## src/assert_macros.svh

```systemverilog
// concurrent assertion helpers, compiled out with NO_ASSERTIONS
`ifndef ASSERT_MACROS_SVH
`define ASSERT_MACROS_SVH

`ifndef NO_ASSERTIONS

// checked on every edge outside reset
`define PTS_ASSERT(lbl, clk, rst_n, prop, msg) \
    lbl: assert property (@(posedge clk) disable iff (!rst_n) (prop)) \
        else $error(msg);

// checked on every edge, reset included
`define PTS_ASSERT_ALWAYS(lbl, clk, prop, msg) \
    lbl: assert property (@(posedge clk) (prop)) \
        else $error(msg);

`else

`define PTS_ASSERT(lbl, clk, rst_n, prop, msg)
`define PTS_ASSERT_ALWAYS(lbl, clk, prop, msg)

`endif

`endif

```

## src/pts_pkg.sv

```systemverilog
package pts_pkg;

    localparam int DATA_W  = 32;
    localparam int OP_W    = 2;
    localparam int IDX_W   = 2;
    localparam int ST_W    = 2;
    localparam int SIZE_W  = 9;
    localparam int PADDR_W = 3;
    localparam int PDATA_W = 32;

    localparam int DEF_MAX_STACK_DEPTH = 256;
    localparam int DEF_NUM_STACKS      = 3;

    localparam logic [SIZE_W-1:0] SIZE_RESET  = 9'd256;
    localparam logic [DATA_W-1:0] EMPTY_VALUE = 32'hFFFF_FFFF;

    // register index, taken from paddr above the byte offset
    localparam logic [PADDR_W-3:0] REG_STACK_SIZE = 1'b0;

    typedef enum logic [OP_W-1:0] {
        OP_PUSH = 2'd0,
        OP_POP  = 2'd1,
        OP_PEEK = 2'd2,
        OP_NOP  = 2'd3
    } t_opcode;

    typedef enum logic [ST_W-1:0] {
        ST_OK    = 2'd0,
        ST_EMPTY = 2'd1,
        ST_FULL  = 2'd2
    } t_status;

    // memory command from control to entry store
    typedef struct packed {
        logic wr;
        logic rd;
    } t_mem_cmd;

endpackage

```

## src/pts_regs.sv

```systemverilog
module pts_regs
    import pts_pkg::*;
(
    input  logic               i_clk,
    input  logic               i_rst_n,
    input  logic               psel,
    input  logic               penable,
    input  logic               pwrite,
    input  logic [PADDR_W-1:0] paddr,
    input  logic [PDATA_W-1:0] pwdata,
    output logic [PDATA_W-1:0] prdata,
    output logic               pready,
    output logic [SIZE_W-1:0]  o_stack_size
);

    logic [SIZE_W-1:0] r_stack_size;
    logic              hit;

    assign hit = (paddr[PADDR_W-1:2] == REG_STACK_SIZE);

    always_ff @(posedge i_clk) begin
        if (!i_rst_n) begin
            r_stack_size <= SIZE_RESET;
        end else if (psel && penable && pwrite && hit) begin
            r_stack_size <= pwdata[SIZE_W-1:0];
        end
    end

    assign prdata       = hit ? PDATA_W'(r_stack_size) : '0;
    assign pready       = 1'b1;
    assign o_stack_size = r_stack_size;

endmodule

```

## config.mk

```make
export PLATFORM = sky130hd
export DESIGN_NAME = pts_regs
export DESIGN_NICKNAME = d
export VERILOG_FILES = /design/src/assert_macros.svh /design/src/pts_pkg.sv /design/src/pts_regs.sv
export SDC_FILE = /design/constraint.sdc
export NUM_CORES = 1
export LEC_CHECK = 0
export ABC_AREA = 1
export BUFFER_PORTS_ARGS = -buffer_cell sky130_fd_sc_hd__buf_4
export CORE_AREA = 3 3 54 56
export DETAILED_ROUTE_END_ITERATION = 10
export DIE_AREA = 0 0 57 59
export GPL_TIMING_DRIVEN = 0
export PLACE_DENSITY = 0.79
export SYNTH_ARGS = -nofsm -noshare
export SYNTH_HDL_FRONTEND = slang
export SYNTH_SLANG_ARGS = --single-unit
```

## constraint.sdc

```tcl
create_clock -name i_clk -period 0.8 [get_ports i_clk]
set_input_delay 0.12 -clock i_clk [delete_from_list [all_inputs] [get_ports i_clk]]
set_output_delay 0.12 -clock i_clk [all_outputs]
set_load 0.1 [all_outputs]
```

* Word level (Yosys, flattened, before mapping) *
Cells that the tools add are included.

cells by class
  muxes and demuxes = 1
  bitwise operators = 1
  reductions and logical operators = 3

operators with widths
  operator             number
  $mux W9              1
  $logic_and A1 B1 Y1  3
  $not A1 Y1           1

word-level totals
  word-level logic and storage cells = 6
  output and inout port bits = 42
  register bits after elaboration = 9
  input bits = 40

* Longest topological paths before layout *
  word-level depth = 3
  depth in mapped cells = 5
  depth with buffers taken out = 5

* Worst setup path before layout *
No wires, ideal clock.

  path type = register to output
  from = reg r_stack_size[0] (netlist: o_stack_size[0])
  to = out prdata[0]
  path slack = -1634 ps
  data arrival time = 2314 ps
  data required time = 680 ps
  path buffers = 0
  stages on the path, launching flop included = 3
  path through = dfxtp_1 inv_1 nor2_1

between the ends
  cells in the longest elaborated chain, start to end = 1

ends and longest elaborated chain
  item                      line            RTL
  start: declaration        pts_regs.sv:16  logic [SIZE_W-1:0] r_stack_size;
  start signal: assignment  pts_regs.sv:25  r_stack_size <= pwdata[SIZE_W-1:0];
  $mux W9                   pts_regs.sv:29  assign prdata = hit ? PDATA_W'(r_stack_size) : '0;
  end: declaration          pts_regs.sv:11  output logic [PDATA_W-1:0] prdata,

No other way between the ends.

* Worst setup path in the final report *
  from = reg r_stack_size[2] (netlist: o_stack_size[2])
  to = out prdata[2]

The elaborated chain is that of the path after synthesis.

==> out/metrics.csv <==
stage,metric,value,unit
yosys,Mapped Area,700.7,um^2
finish,P&R area growth vs syn,109.5,%
global_route,GR Overflow Total,0,
yosys,synth top area cells,"dfxtp_1, buf_4, nor2_1",
yosys,Post-synth top flop,dfxtp_1,
placement,GPL Wtd Cong,0.6756,
finish,max FFs per register,9,
worst_hold_path,Worst Hold Class,primary input to flip-flop,
global_route,total global-route track usage,10.60,%
finish,layout cells sized above 1,59.17,%
sta,RSZ-0062 raised after global routing,yes,
setup_path,RR Startpoint,o_stack_size[8],
cts,CTS Buf Count,3,
cts,Clock Path Buffers,2,
setup_path,WS Path Type,flip-flop to primary output,
yosys,Post-synth EDFFs,0,
sta,Final Hold Fails,0,
finish,fillers,226,
routing,# DRC,0,
worst_hold_path,worst hold stages,3,
routing,DR pass1 iterations,4,
yosys,Netlist cell types,13,
placement,hpwl dp,1289,um
sta,final period utilization,132.3,%
yosys,fraction of registers with async set/reset,0,%
setup_path,critical path endpoint category,primary output,
sta,clk_skew,0,ps
setup_path,Max Fanout on Critical Path,3,
yosys,area share of the largest cell type after synthesis,25.71,%
setup_path,Worst Setup SP,o_stack_size[2],
placement,placed inst area,0.001155,mm^2
run_status,violated checks,setup timing,
global_route,first-pass GRT wire length,2829,um
power_and_ir_drop,overall power,0.001948,W
yosys,most area-hungry cell type in the Yosys netlist,dfxtp_1,
cts,clock sinks,9,
yosys,cell count after synthesis,105,
routing,final WL,1786,um
die,Ports,82,
setup_path,r2r worst-path depth,3,
routing,Vias/cell,3.588,
cts,CTS tree,built,
finish,Final Util,59.24,%
cts,hold buffer count at cts,0,
finish,Final Cell Area,0.001468,mm^2
die,die width,57,um
global_route,initial antenna violation count,0,
routing,Routed Antenna Nets,0,
power_and_ir_drop,P_leak,0.7557,nW
run_status,outcome,"complete, but fails checks",
die,row cnt,18,
die,Initial Util,28.28,%
setup_path,WP data required,680,ps
flow_run,Max Cap Violations,0,
routing,Starting DRT DRC Count,11,
finish,Diodes inserted,0,
yosys,commonest cells in the netlist,"nor2_1, buf_4, inv_1",
routing,routed len/inst,8.975,um
sta,Final WS setup,-258.5,ps
power_and_ir_drop,PD cells,1327,mW/mm^2
yosys,syn_area_per_cell,6.673,um^2
routing,total number of vias,714,
cts,CTS root buf,clkbuf_4,
die,Core ar.,0.002477,mm^2
sta,min cycle time layout,1059,ps
cts,Clock Latency Late Sink,260,ps
setup_path,CP Launch Type,flip-flop,
yosys,sequential share of the synthesized area,25.71,%
yosys,Yosys reg bits,9,
global_route,pin count of the biggest net entering global routing,11,
die,die area,0.003363,mm^2
cts,H-tree depth reported by CTS,1,
power_and_ir_drop,peak supply drop,0.7415,mV
sta,Setup-failing EPs final,18,
global_route,vias in the first global route,680,
sta,f_max,0.9447,GHz
die,Die Ht,59,um
finish,Final #Nets,210,
sta,Slew Limit Fails,0,
placement,Port Buffers,31,
worst_hold_path,Worst Hold Launch,pwdata[8],
yosys,Ys Warns,0,
yosys,most frequent cell after synthesis,nor2_1,
placement,DP Worst Slack,-113.4,ps
cts,"CTS clk-pin slew, worst paths",70,ps
setup_path,"Arr. time, crit path",940,ps
[worst max-delay path, stage by stage, from the launching register on]
cell	delay (ps)
dfxtp_4	360
inv_2	40
nor2_4	90
buf_12	180
[report_power, final]
group	leakage, nW	total (W)	internal, W	switching, W
Sequential	0.0792	0.000461	0.000445	0.0000162
Clock	0.0150	0.000362	0.000192	0.000169
Combinational	0.661	0.00112	0.000287	0.000838
[per-stage QoR]
stage,std cells,hold slack (ps),TNS (ps)
detailed placement,188,347.3,-1687
global placement,188,334.8,-1614
finish,199,82.58,-3940
CTS,198,79.62,-4013
floorplan,127,245.5,-3769
global route,199,90.02,-4459
[final timing paths]
| path | endpoint | slack (ps) |
|---|---|---|
| min reg2reg | o_stack_size[6] | 510 |
| max | prdata[2] | -260 |
| max reg2reg | o_stack_size[8] | 70 |
| min | o_stack_size[8] | 80 |
[placed cells by master, fill, tap and decap left out]
cell / n
buf_6: 11
conb_1: 24
buf_4: 37
nand2_1: 9
buf_12: 16
inv_1: 10
o21ai_0: 1
nand2_2: 2
nor2_8: 2
nor2_4: 9
nor2_1: 16
nand3_2: 1
clkbuf_1: 1
nand3_1: 8
dfxtp_4: 9
clkbuf_4: 3
inv_2: 10
[routing by layer]
layer	track usage [%]	share of wire, %	wire length [um]	vias up
met5	0	0	0	-
met4	3.974	1.1	19	0
met3	1.743	7.4	133	2
met2	20.88	57	1020	31
met1	11.17	34	613	294
li1	-	-	-	387
[layout make-up]
type,instances,area [um^2],area share [%]
clock buffer,4,26.28,1.790
tap,30,37.54,2.558
inverter,20,75.07,5.115
sequential,9,214.0,14.58
timing repair buffer,38,519.2,35.38
multi-input combinational,72,392.9,26.77
buffer,26,202.7,13.81
[cells by family after synthesis]
group / after synthesis / share of synthesized area, %
compound gates: 1 / 0.7136
buf+inv: 46 / 39.64
flops: 9 / 25.71
other cells: 2 / 1.072
simple gates: 47 / 32.86
[what timing repair did]
item                                    CTS  global route
resized for setup                        49             8
pin swaps                                 9             0
endpoints found under the setup margin   18            18
setup buffers                             6             1
No activity file was read; power rests on OpenSTA's default activity.
