===== src/assert_macros.svh =====
// concurrent assertion helpers, compiled out with NO_ASSERTIONS
`ifndef ASSERT_MACROS_SVH
`define ASSERT_MACROS_SVH

`ifndef NO_ASSERTIONS

// checked on every edge outside reset
`define PTS_ASSERT(lbl, clk, rst_n, prop, msg) \
    lbl: assert property (@(posedge clk) disable iff (!rst_n) (prop)) \
        else $error(msg);

// checked on every edge, reset included
`define PTS_ASSERT_ALWAYS(lbl, clk, prop, msg) \
    lbl: assert property (@(posedge clk) (prop)) \
        else $error(msg);

`else

`define PTS_ASSERT(lbl, clk, rst_n, prop, msg)
`define PTS_ASSERT_ALWAYS(lbl, clk, prop, msg)

`endif

`endif


===== src/pts_pkg.sv =====
package pts_pkg;

    localparam int DATA_W  = 32;
    localparam int OP_W    = 2;
    localparam int IDX_W   = 2;
    localparam int ST_W    = 2;
    localparam int SIZE_W  = 9;
    localparam int PADDR_W = 3;
    localparam int PDATA_W = 32;

    localparam int DEF_MAX_STACK_DEPTH = 256;
    localparam int DEF_NUM_STACKS      = 3;

    localparam logic [SIZE_W-1:0] SIZE_RESET  = 9'd256;
    localparam logic [DATA_W-1:0] EMPTY_VALUE = 32'hFFFF_FFFF;

    // register index, taken from paddr above the byte offset
    localparam logic [PADDR_W-3:0] REG_STACK_SIZE = 1'b0;

    typedef enum logic [OP_W-1:0] {
        OP_PUSH = 2'd0,
        OP_POP  = 2'd1,
        OP_PEEK = 2'd2,
        OP_NOP  = 2'd3
    } t_opcode;

    typedef enum logic [ST_W-1:0] {
        ST_OK    = 2'd0,
        ST_EMPTY = 2'd1,
        ST_FULL  = 2'd2
    } t_status;

    // memory command from control to entry store
    typedef struct packed {
        logic wr;
        logic rd;
    } t_mem_cmd;

endpackage


===== src/pts_ctrl.sv =====
`include "assert_macros.svh"

module pts_ctrl
    import pts_pkg::*;
#(
    parameter int MAX_STACK_DEPTH = DEF_MAX_STACK_DEPTH,
    parameter int NUM_STACKS      = DEF_NUM_STACKS,
    parameter int AW              = 10
) (
    input  logic              i_clk,
    input  logic              i_rst_n,
    input  logic [SIZE_W-1:0] i_stack_size,
    input  logic              i_valid,
    output logic              o_ready,
    input  logic [OP_W-1:0]   i_opcode,
    input  logic [IDX_W-1:0]  i_stack_index,
    output logic              o_valid,
    input  logic              i_ready,
    output logic [DATA_W-1:0] o_read_value,
    output logic [ST_W-1:0]   o_status,
    output t_mem_cmd          o_cmd,
    output logic [AW-1:0]     o_addr,
    input  logic [DATA_W-1:0] i_rdata
);

    localparam int CW   = $clog2(MAX_STACK_DEPTH + 1);
    localparam int SW   = (CW > SIZE_W) ? CW : SIZE_W;
    localparam int SELW = (NUM_STACKS > 1) ? $clog2(NUM_STACKS) : 1;
    localparam int PW   = AW + IDX_W + 2;
    localparam logic [SW-1:0] MAX_V = SW'(MAX_STACK_DEPTH);

    logic [CW-1:0]     r_fill [NUM_STACKS];
    logic              r_valid;
    logic [DATA_W-1:0] r_value;
    t_status           r_status;
    logic              r_use_mem;

    logic              accept;
    logic              in_range;
    logic [SELW-1:0]   sel;
    logic [CW-1:0]     fill_cur;
    logic [SW-1:0]     size_ext;
    logic [SW-1:0]     size_eff;
    logic              full;
    logic [CW-1:0]     slot;
    logic [PW-1:0]     addr_full;
    t_opcode           op;
    t_mem_cmd          cmd;
    logic              fill_we;
    logic [CW-1:0]     n_fill;
    logic [DATA_W-1:0] n_value;
    t_status           n_status;
    logic              n_use_mem;
    logic              n_valid;

    assign o_ready  = !r_valid || i_ready;
    assign accept   = i_valid && o_ready;
    assign in_range = (32'(i_stack_index) < NUM_STACKS);
    assign sel      = SELW'(i_stack_index);
    assign fill_cur = in_range ? r_fill[sel] : '0;
    assign size_ext = SW'(i_stack_size);
    assign size_eff = (size_ext > MAX_V) ? MAX_V : size_ext;
    assign full     = (SW'(fill_cur) >= size_eff);
    assign op       = t_opcode'(i_opcode);

    // push lands on the count, pop and peek read one below it
    assign slot      = (op == OP_PUSH) ? fill_cur : fill_cur - CW'(1);
    assign addr_full = PW'(sel) * PW'(MAX_STACK_DEPTH) + PW'(slot);
    assign o_addr    = addr_full[AW-1:0];
    assign o_cmd     = cmd;

    always_comb begin
        cmd       = '0;
        fill_we   = 1'b0;
        n_fill    = fill_cur;
        n_value   = '0;
        n_status  = ST_OK;
        n_use_mem = 1'b0;
        case (op)
            OP_PUSH: begin
                if (!in_range || full) begin
                    n_status = ST_FULL;
                end else begin
                    cmd.wr  = accept;
                    fill_we = 1'b1;
                    n_fill  = fill_cur + CW'(1);
                end
            end
            OP_POP, OP_PEEK: begin
                if (!in_range || fill_cur == '0) begin
                    n_value  = EMPTY_VALUE;
                    n_status = ST_EMPTY;
                end else begin
                    cmd.rd    = accept;
                    n_use_mem = 1'b1;
                    if (op == OP_POP) begin
                        fill_we = 1'b1;
                        n_fill  = fill_cur - CW'(1);
                    end
                end
            end
            default: begin
            end
        endcase
    end

    assign n_valid = accept ? 1'b1 : (i_ready ? 1'b0 : r_valid);

    always_ff @(posedge i_clk) begin
        if (!i_rst_n) begin
            r_valid <= 1'b0;
            for (int s = 0; s < NUM_STACKS; s++) begin
                r_fill[s] <= '0;
            end
        end else begin
            r_valid <= n_valid;
            if (accept && fill_we) begin
                r_fill[sel] <= n_fill;
            end
        end
    end

    always_ff @(posedge i_clk) begin
        if (accept) begin
            r_value   <= n_value;
            r_status  <= n_status;
            r_use_mem <= n_use_mem;
        end
    end

    assign o_valid      = r_valid;
    assign o_read_value = r_use_mem ? i_rdata : r_value;
    assign o_status     = r_status;

    `PTS_ASSERT(a_rd_not_empty, i_clk, i_rst_n, cmd.rd |-> (fill_cur != '0), "read of an empty stack")
    `PTS_ASSERT(a_wr_below_size, i_clk, i_rst_n, cmd.wr |-> (SW'(fill_cur) < size_eff), "write past stack size")
    `PTS_ASSERT(a_cmd_on_accept, i_clk, i_rst_n, (cmd.wr || cmd.rd) |-> accept, "memory access without a beat")
    `PTS_ASSERT_ALWAYS(a_one_port_op, i_clk, !(cmd.wr && cmd.rd), "read and write in one cycle")

endmodule


===== config.mk =====
export PLATFORM = sky130hd
export DESIGN_NAME = pts_ctrl
export DESIGN_NICKNAME = d
export VERILOG_FILES = /design/src/pts_pkg.sv /design/src/pts_ctrl.sv
export VERILOG_INCLUDE_DIRS = /design/src /design/src/src
export SDC_FILE = /design/constraint.sdc
export NUM_CORES = 1
export LEC_CHECK = 0
export ABC_AREA = 1
export ABC_CLOCK_PERIOD_IN_PS = 4000
export BUFFER_PORTS_ARGS = -buffer_cell sky130_fd_sc_hd__buf_2
export CAP_MARGIN = 20
export CELL_PAD_IN_SITES_DETAIL_PLACEMENT = 0
export CELL_PAD_IN_SITES_GLOBAL_PLACEMENT = 1
export CORE_UTILIZATION = 36
export CTS_CLUSTER_SIZE = 28
export DETAILED_ROUTE_END_ITERATION = 7
export GPL_ROUTABILITY_DRIVEN = 0
export PLACE_DENSITY_LB_ADDON = 0.3
export SYNTH_ARGS = -nofsm -noshare
export SYNTH_HDL_FRONTEND = slang
export SYNTH_SLANG_ARGS = --single-unit

===== constraint.sdc =====
create_clock -name i_clk -period 4 [get_ports i_clk]
set_input_delay 0.8 -clock i_clk [delete_from_list [all_inputs] [get_ports i_clk]]
set_output_delay 0.8 -clock i_clk [all_outputs]
set_load 0.01 [all_outputs]

; After elaboration in Yosys (flattened, before gate mapping)
; Memory sizes are Yosys's and may differ from the RTL's.
; Cells that the tools add are included.
; W data, S select, Z words.
[op_classes]
add_sub_neg = 3
eq_ne = 2
muxes = 30
reduce_logical = 12
n_lt_le_gt_ge = 3
[ops]
columns = op, n
row1 = $mux W32, 2
row2 = $mux W9, 7
row3 = $pmux W9 S2, 1
row4 = $mux W1, 16
row5 = $add A10 B9 Y10, 1
row6 = $add A9 B1 Y9 const B, 1
row7 = $ge A9 B9 Y1, 1
row8 = $gt A9 B9 Y1 const B, 1
row9 = $logic_not A9 Y1, 1
row10 = $reduce_or A9 Y1, 1
row11 = $sub A9 B1 Y9 const B, 1
row12 = $mux W2, 2
row13 = $pmux W2 S2, 1
row14 = $logic_or A1 B1 Y1, 3
row15 = $eq A2 B1 Y1 const B, 1
row16 = $eq A2 B2 Y1 const B, 1
row17 = $logic_and A1 B1 Y1, 2
row18 = $logic_not A1 Y1, 2
row19 = $logic_not A2 Y1, 1
row20 = $lt A2 B2 Y1 const B, 1
row21 = $pmux W1 S2, 1
row22 = $reduce_bool A2 Y1, 1
row23 = $reduce_or A2 Y1, 1
[totals]
memories = 1
ramBits = 27
in_bits = 49
regBits = 36
output_inout_bits = 48
wordCells = 55
[mem_list]
columns = name, depth, word_bits, read_ports, rd_clocked_by_memory_dff, write_ports, line
row1 = r_fill, 3, 9, 1, 0, 3, pts_ctrl.sv:32  ; logic [CW-1:0] r_fill [NUM_STACKS];

; Logic depth before layout (Yosys ltp)
[logic_depth]
ltp_word = 12
ltp_mapped = 20
ltp_nobuf = 20

; Worst setup path before layout
; No wires, ideal clock.
[synth_timing]
path_kind = input port to output port
start = input port i_stack_index[1]
end = output port o_cmd[1] in the netlist's numbering
path_slack_ns = 0.605
required_time_ns = 3.200
path_buffers = 1
arrival_time_ns = 2.595
path_stages = 15
path_cell_list = buf_6 nand2_1 inv_1 a21oi_2 inv_1 nand2_2 inv_1 ha_1 nand2_1 inv_1 a21oi_1 nand4_1 nor2_1 nand2_1 nor2_1
[synth_lines]
columns = element, line
row1 = start: declaration, pts_ctrl.sv:16  ; input logic [IDX_W-1:0] i_stack_index,
row2 = end: declaration, pts_ctrl.sv:21  ; output t_mem_cmd o_cmd,

==> flow_metrics.env <==
export IMPL_syn_to_final_growth_pct=24.0
export IMPL_syn_inst=453
export IMPL_finalCoreUtilization=0.462
export IMPL_power_leakage_nw=2.07
export IMPL_grt_overflow_total=0
export IMPL_port_buffers=96
export IMPL_power_frac_seq=0.368
export IMPL_setup_tns_ps=0
export IMPL_skew_ps=7.73
export IMPL_ys_seq_area_frac=0.311
export IMPL_hpwl_um=7240
export IMPL_yosys_warnings=0
export IMPL_io_pins=97
export IMPL_min_period_over_period=0.936
export IMPL_die_w_um=94.2
export IMPL_hold_viol_final=0
export IMPL_synth_edf_count=31
export IMPL_tightest_slew_ps=865
export IMPL_nNetsFinal=619
export IMPL_combPwrFrac=0.388
export IMPL_top_usage_layer="met2"
export IMPL_crit_required_ps=3200
export IMPL_hp_class="reg -> reg"
export IMPL_cap_violations=0
export IMPL_die_y_um=94.2
export IMPL_slew_violations=0
export IMPL_yosysUniqueCellTypes=33
export IMPL_ys_flop_type="edfxtp_1"
export IMPL_routedWlPerCell_um=13.7
export IMPL_cts_tree="yes"
export IMPL_power_clock_fraction=0.244
export IMPL_status="complete, no violations"
export IMPL_min_period_ps=3740
export IMPL_ir_drop_uv=183
export IMPL_holdWs_ps=519
export IMPL_ys_ff_latch=32
export IMPL_dr_total_vias=3217
export IMPL_ctsHtreeMaxLevel=2
export IMPL_clock_latency_ps=290
export IMPL_row_count=33
export IMPL_clock_tree_buffer_depth=2
export IMPL_crit_path_max_fanout=9
export IMPL_drc=0
export IMPL_wl_um=9030
export IMPL_syn_avg_cell_area_um2=6.76
export IMPL_met3_usage=0.0437
export IMPL_dieArea_um2=8870
export IMPL_synth_top_area_share=0.304
export IMPL_grt_pass1_wl_um=13600
export IMPL_cp_data_arrival_time_ps=2940
export IMPL_core_area_um2=8220
export IMPL_syn_num_nets=517
export IMPL_cts_sinks=32
export IMPL_drt_first_pass_iters=5
export IMPL_antenna_left=0
export IMPL_start_util=0.372
export IMPL_drive_gt1_frac=0.275
export IMPL_grt_pass1_vias=2853
export IMPL_clock_fmax_ghz=0.267
export IMPL_slew_headroom=0.422
export IMPL_p_switching_mw=0.404
export IMPL_rsz0062_at_grt="false"
export IMPL_end_kind="output port"
export IMPL_clkTransAtPathRegs_ps=70
export IMPL_cts_root_buf="clkbuf_8"
export IMPL_async_flop_share=0
export IMPL_diodes=0
export IMPL_synth_largest_area_cell="edfxtp_1"
export IMPL_met2_usage=0.363
export IMPL_internal_power_mw=0.651
export IMPL_synth_area_leaders="edfxtp_1 (30%), nand2_1 (22%), nor2_1 (6.5%)"
export IMPL_avgViaCountPerCell=4.87
export IMPL_syn_area_um2=3060
export IMPL_cellPowerDensity_nw_per_um2=278
export IMPL_grt_max_degree=33
export IMPL_numCtsBuffers=5
export IMPL_p_sw_frac=0.383
export IMPL_crit_type="in -> out"
export IMPL_drt_iter0_drc=177
export IMPL_grt_antenna_before_repair=0
export IMPL_setup_viol=0
export IMPL_track_usage=0.203
export IMPL_start_kind="primary input"
export IMPL_grtUsageMet1=0.246
-- cell usage in the layout (no fill, tap or decap), drive strengths merged, types with 6 or more instances in the layout --
cell and instances:
ha 15, a21oi 12, inv 48, nand2 190
nor2 58, o21ai 11, nand4 10, edfxtp 31
clkbuf 6, nand3 50, buf 108
-- final timing paths --
| check | from | to | slack (ps) | depth (start not counted) |
|---|---|---|---|---|
| worst max-delay path | i_stack_index[0] | o_cmd[1] | 260 | 17 |
| worst min-delay path | o_valid$_SDFFE_PN0P_ | o_valid$_SDFFE_PN0P_ | 520 | 2 |
| worst max register to register | r_fill[1][8]$_SDFFCE_PN0P_ | r_fill[0][4]$_SDFFCE_PN0P_ | 990 | 16 |
| worst min register to register | o_valid$_SDFFE_PN0P_ | o_valid$_SDFFE_PN0P_ | 520 | 2 |
-- flip-flops by register name, indices dropped and copies added (netlist names) --
| register | count |
|---|---|
| r_fill | 27 |
| r_value | 1 |
| o_status | 2 |
| r_use_mem | 1 |
| o_valid | 1 |
-- cells in the mapped netlist (3+ instances only) --
| master | instances |
|---|---|
| a21oi_1 | 9 |
| a21oi_2 | 3 |
| buf_1 | 3 |
| buf_6 | 3 |
| clkbuf_1 | 6 |
| edfxtp_1 | 31 |
| ha_1 | 15 |
| inv_1 | 45 |
| inv_2 | 3 |
| nand2_1 | 182 |
| nand2_2 | 6 |
| nand3_1 | 38 |
| nand3_2 | 9 |
| nand3_4 | 3 |
| nand4_1 | 7 |
| nand4_4 | 3 |
| nor2_1 | 53 |
| nor2_4 | 3 |
| o21ai_0 | 9 |
| xor2_1 | 5 |
-- worst max-delay path, cell delays in order --
cell	delay [ps]
buf_2	150
inv_2	110
nand2_1	70
inv_1	90
a21oi_4	250
inv_1	90
nand2_2	70
inv_1	60
ha_1	280
nand2_1	90
inv_1	60
a21oi_1	130
nand4_1	120
nor2_1	140
nand2_1	160
nor2_1	130
buf_2	140
-- layer usage --
layer / share of wire / vias up / wire length (um)
met2: 0.49 / 146 / 4390
met1: 0.41 / 1404 / 3740
met4: 0.012 / 0 / 104
met5: 0 / - / 0
li1: - / 1657 / -
met3: 0.088 / 10 / 796
-- power groups by stage --
stage	Combinational, mW	Clock (mW)	Sequential, mW
final	0.410	0.257	0.388
after global routing	0.461	0.280	0.390
after CTS	0.412	0.262	0.388
after floorplan	0.262	0	0.394
after global placement	0.408	0	0.396
after detailed placement	0.410	0	0.396
-- logic make-up (layout without fill, tap and decap cells) --
logic type                 after synthesis  count (layout)  share of synthesized area
AOI/OAI and AO/OA                       24              24                     0.0474
DFF                                     32              32                      0.311
buffers and inverters                   64             167                     0.0883
xor gates and xnor gates                 6               6                     0.0172
adders and majority gates               15              15                     0.0613
and+or+nand+nor                        312             312                      0.475
-- final cells by class --
type / instances / area (um^2)
Fill cell: 853 / 4420
Multi-Input combinational cell: 357 / 1850
Sequential cell: 32 / 951
Timing Repair Buffer: 109 / 581
Inverter: 50 / 193
Tap cell: 105 / 131
Clock buffer: 5 / 68.8
Clock inverter: 3 / 23.8
-- repair_timing --
item / in CTS / in global routing
gates resized for setup: 0 / 2
hold buffers: 0 / 0
endpoints found under the setup margin: 0 / 1
setup buffers: 0 / 0
-- through the flow --
step	instance area, um^2	setup WS, ps	total power [mW]	instances
finish	3790	255	1.06	661
global route	3790	35.5	1.13	661
CTS	3780	202	1.06	661
floorplan	3060	605	0.656	453
global placement	3690	273	0.804	653
detailed placement	3690	202	0.805	653
No activity file was read; power rests on OpenSTA's default activity.
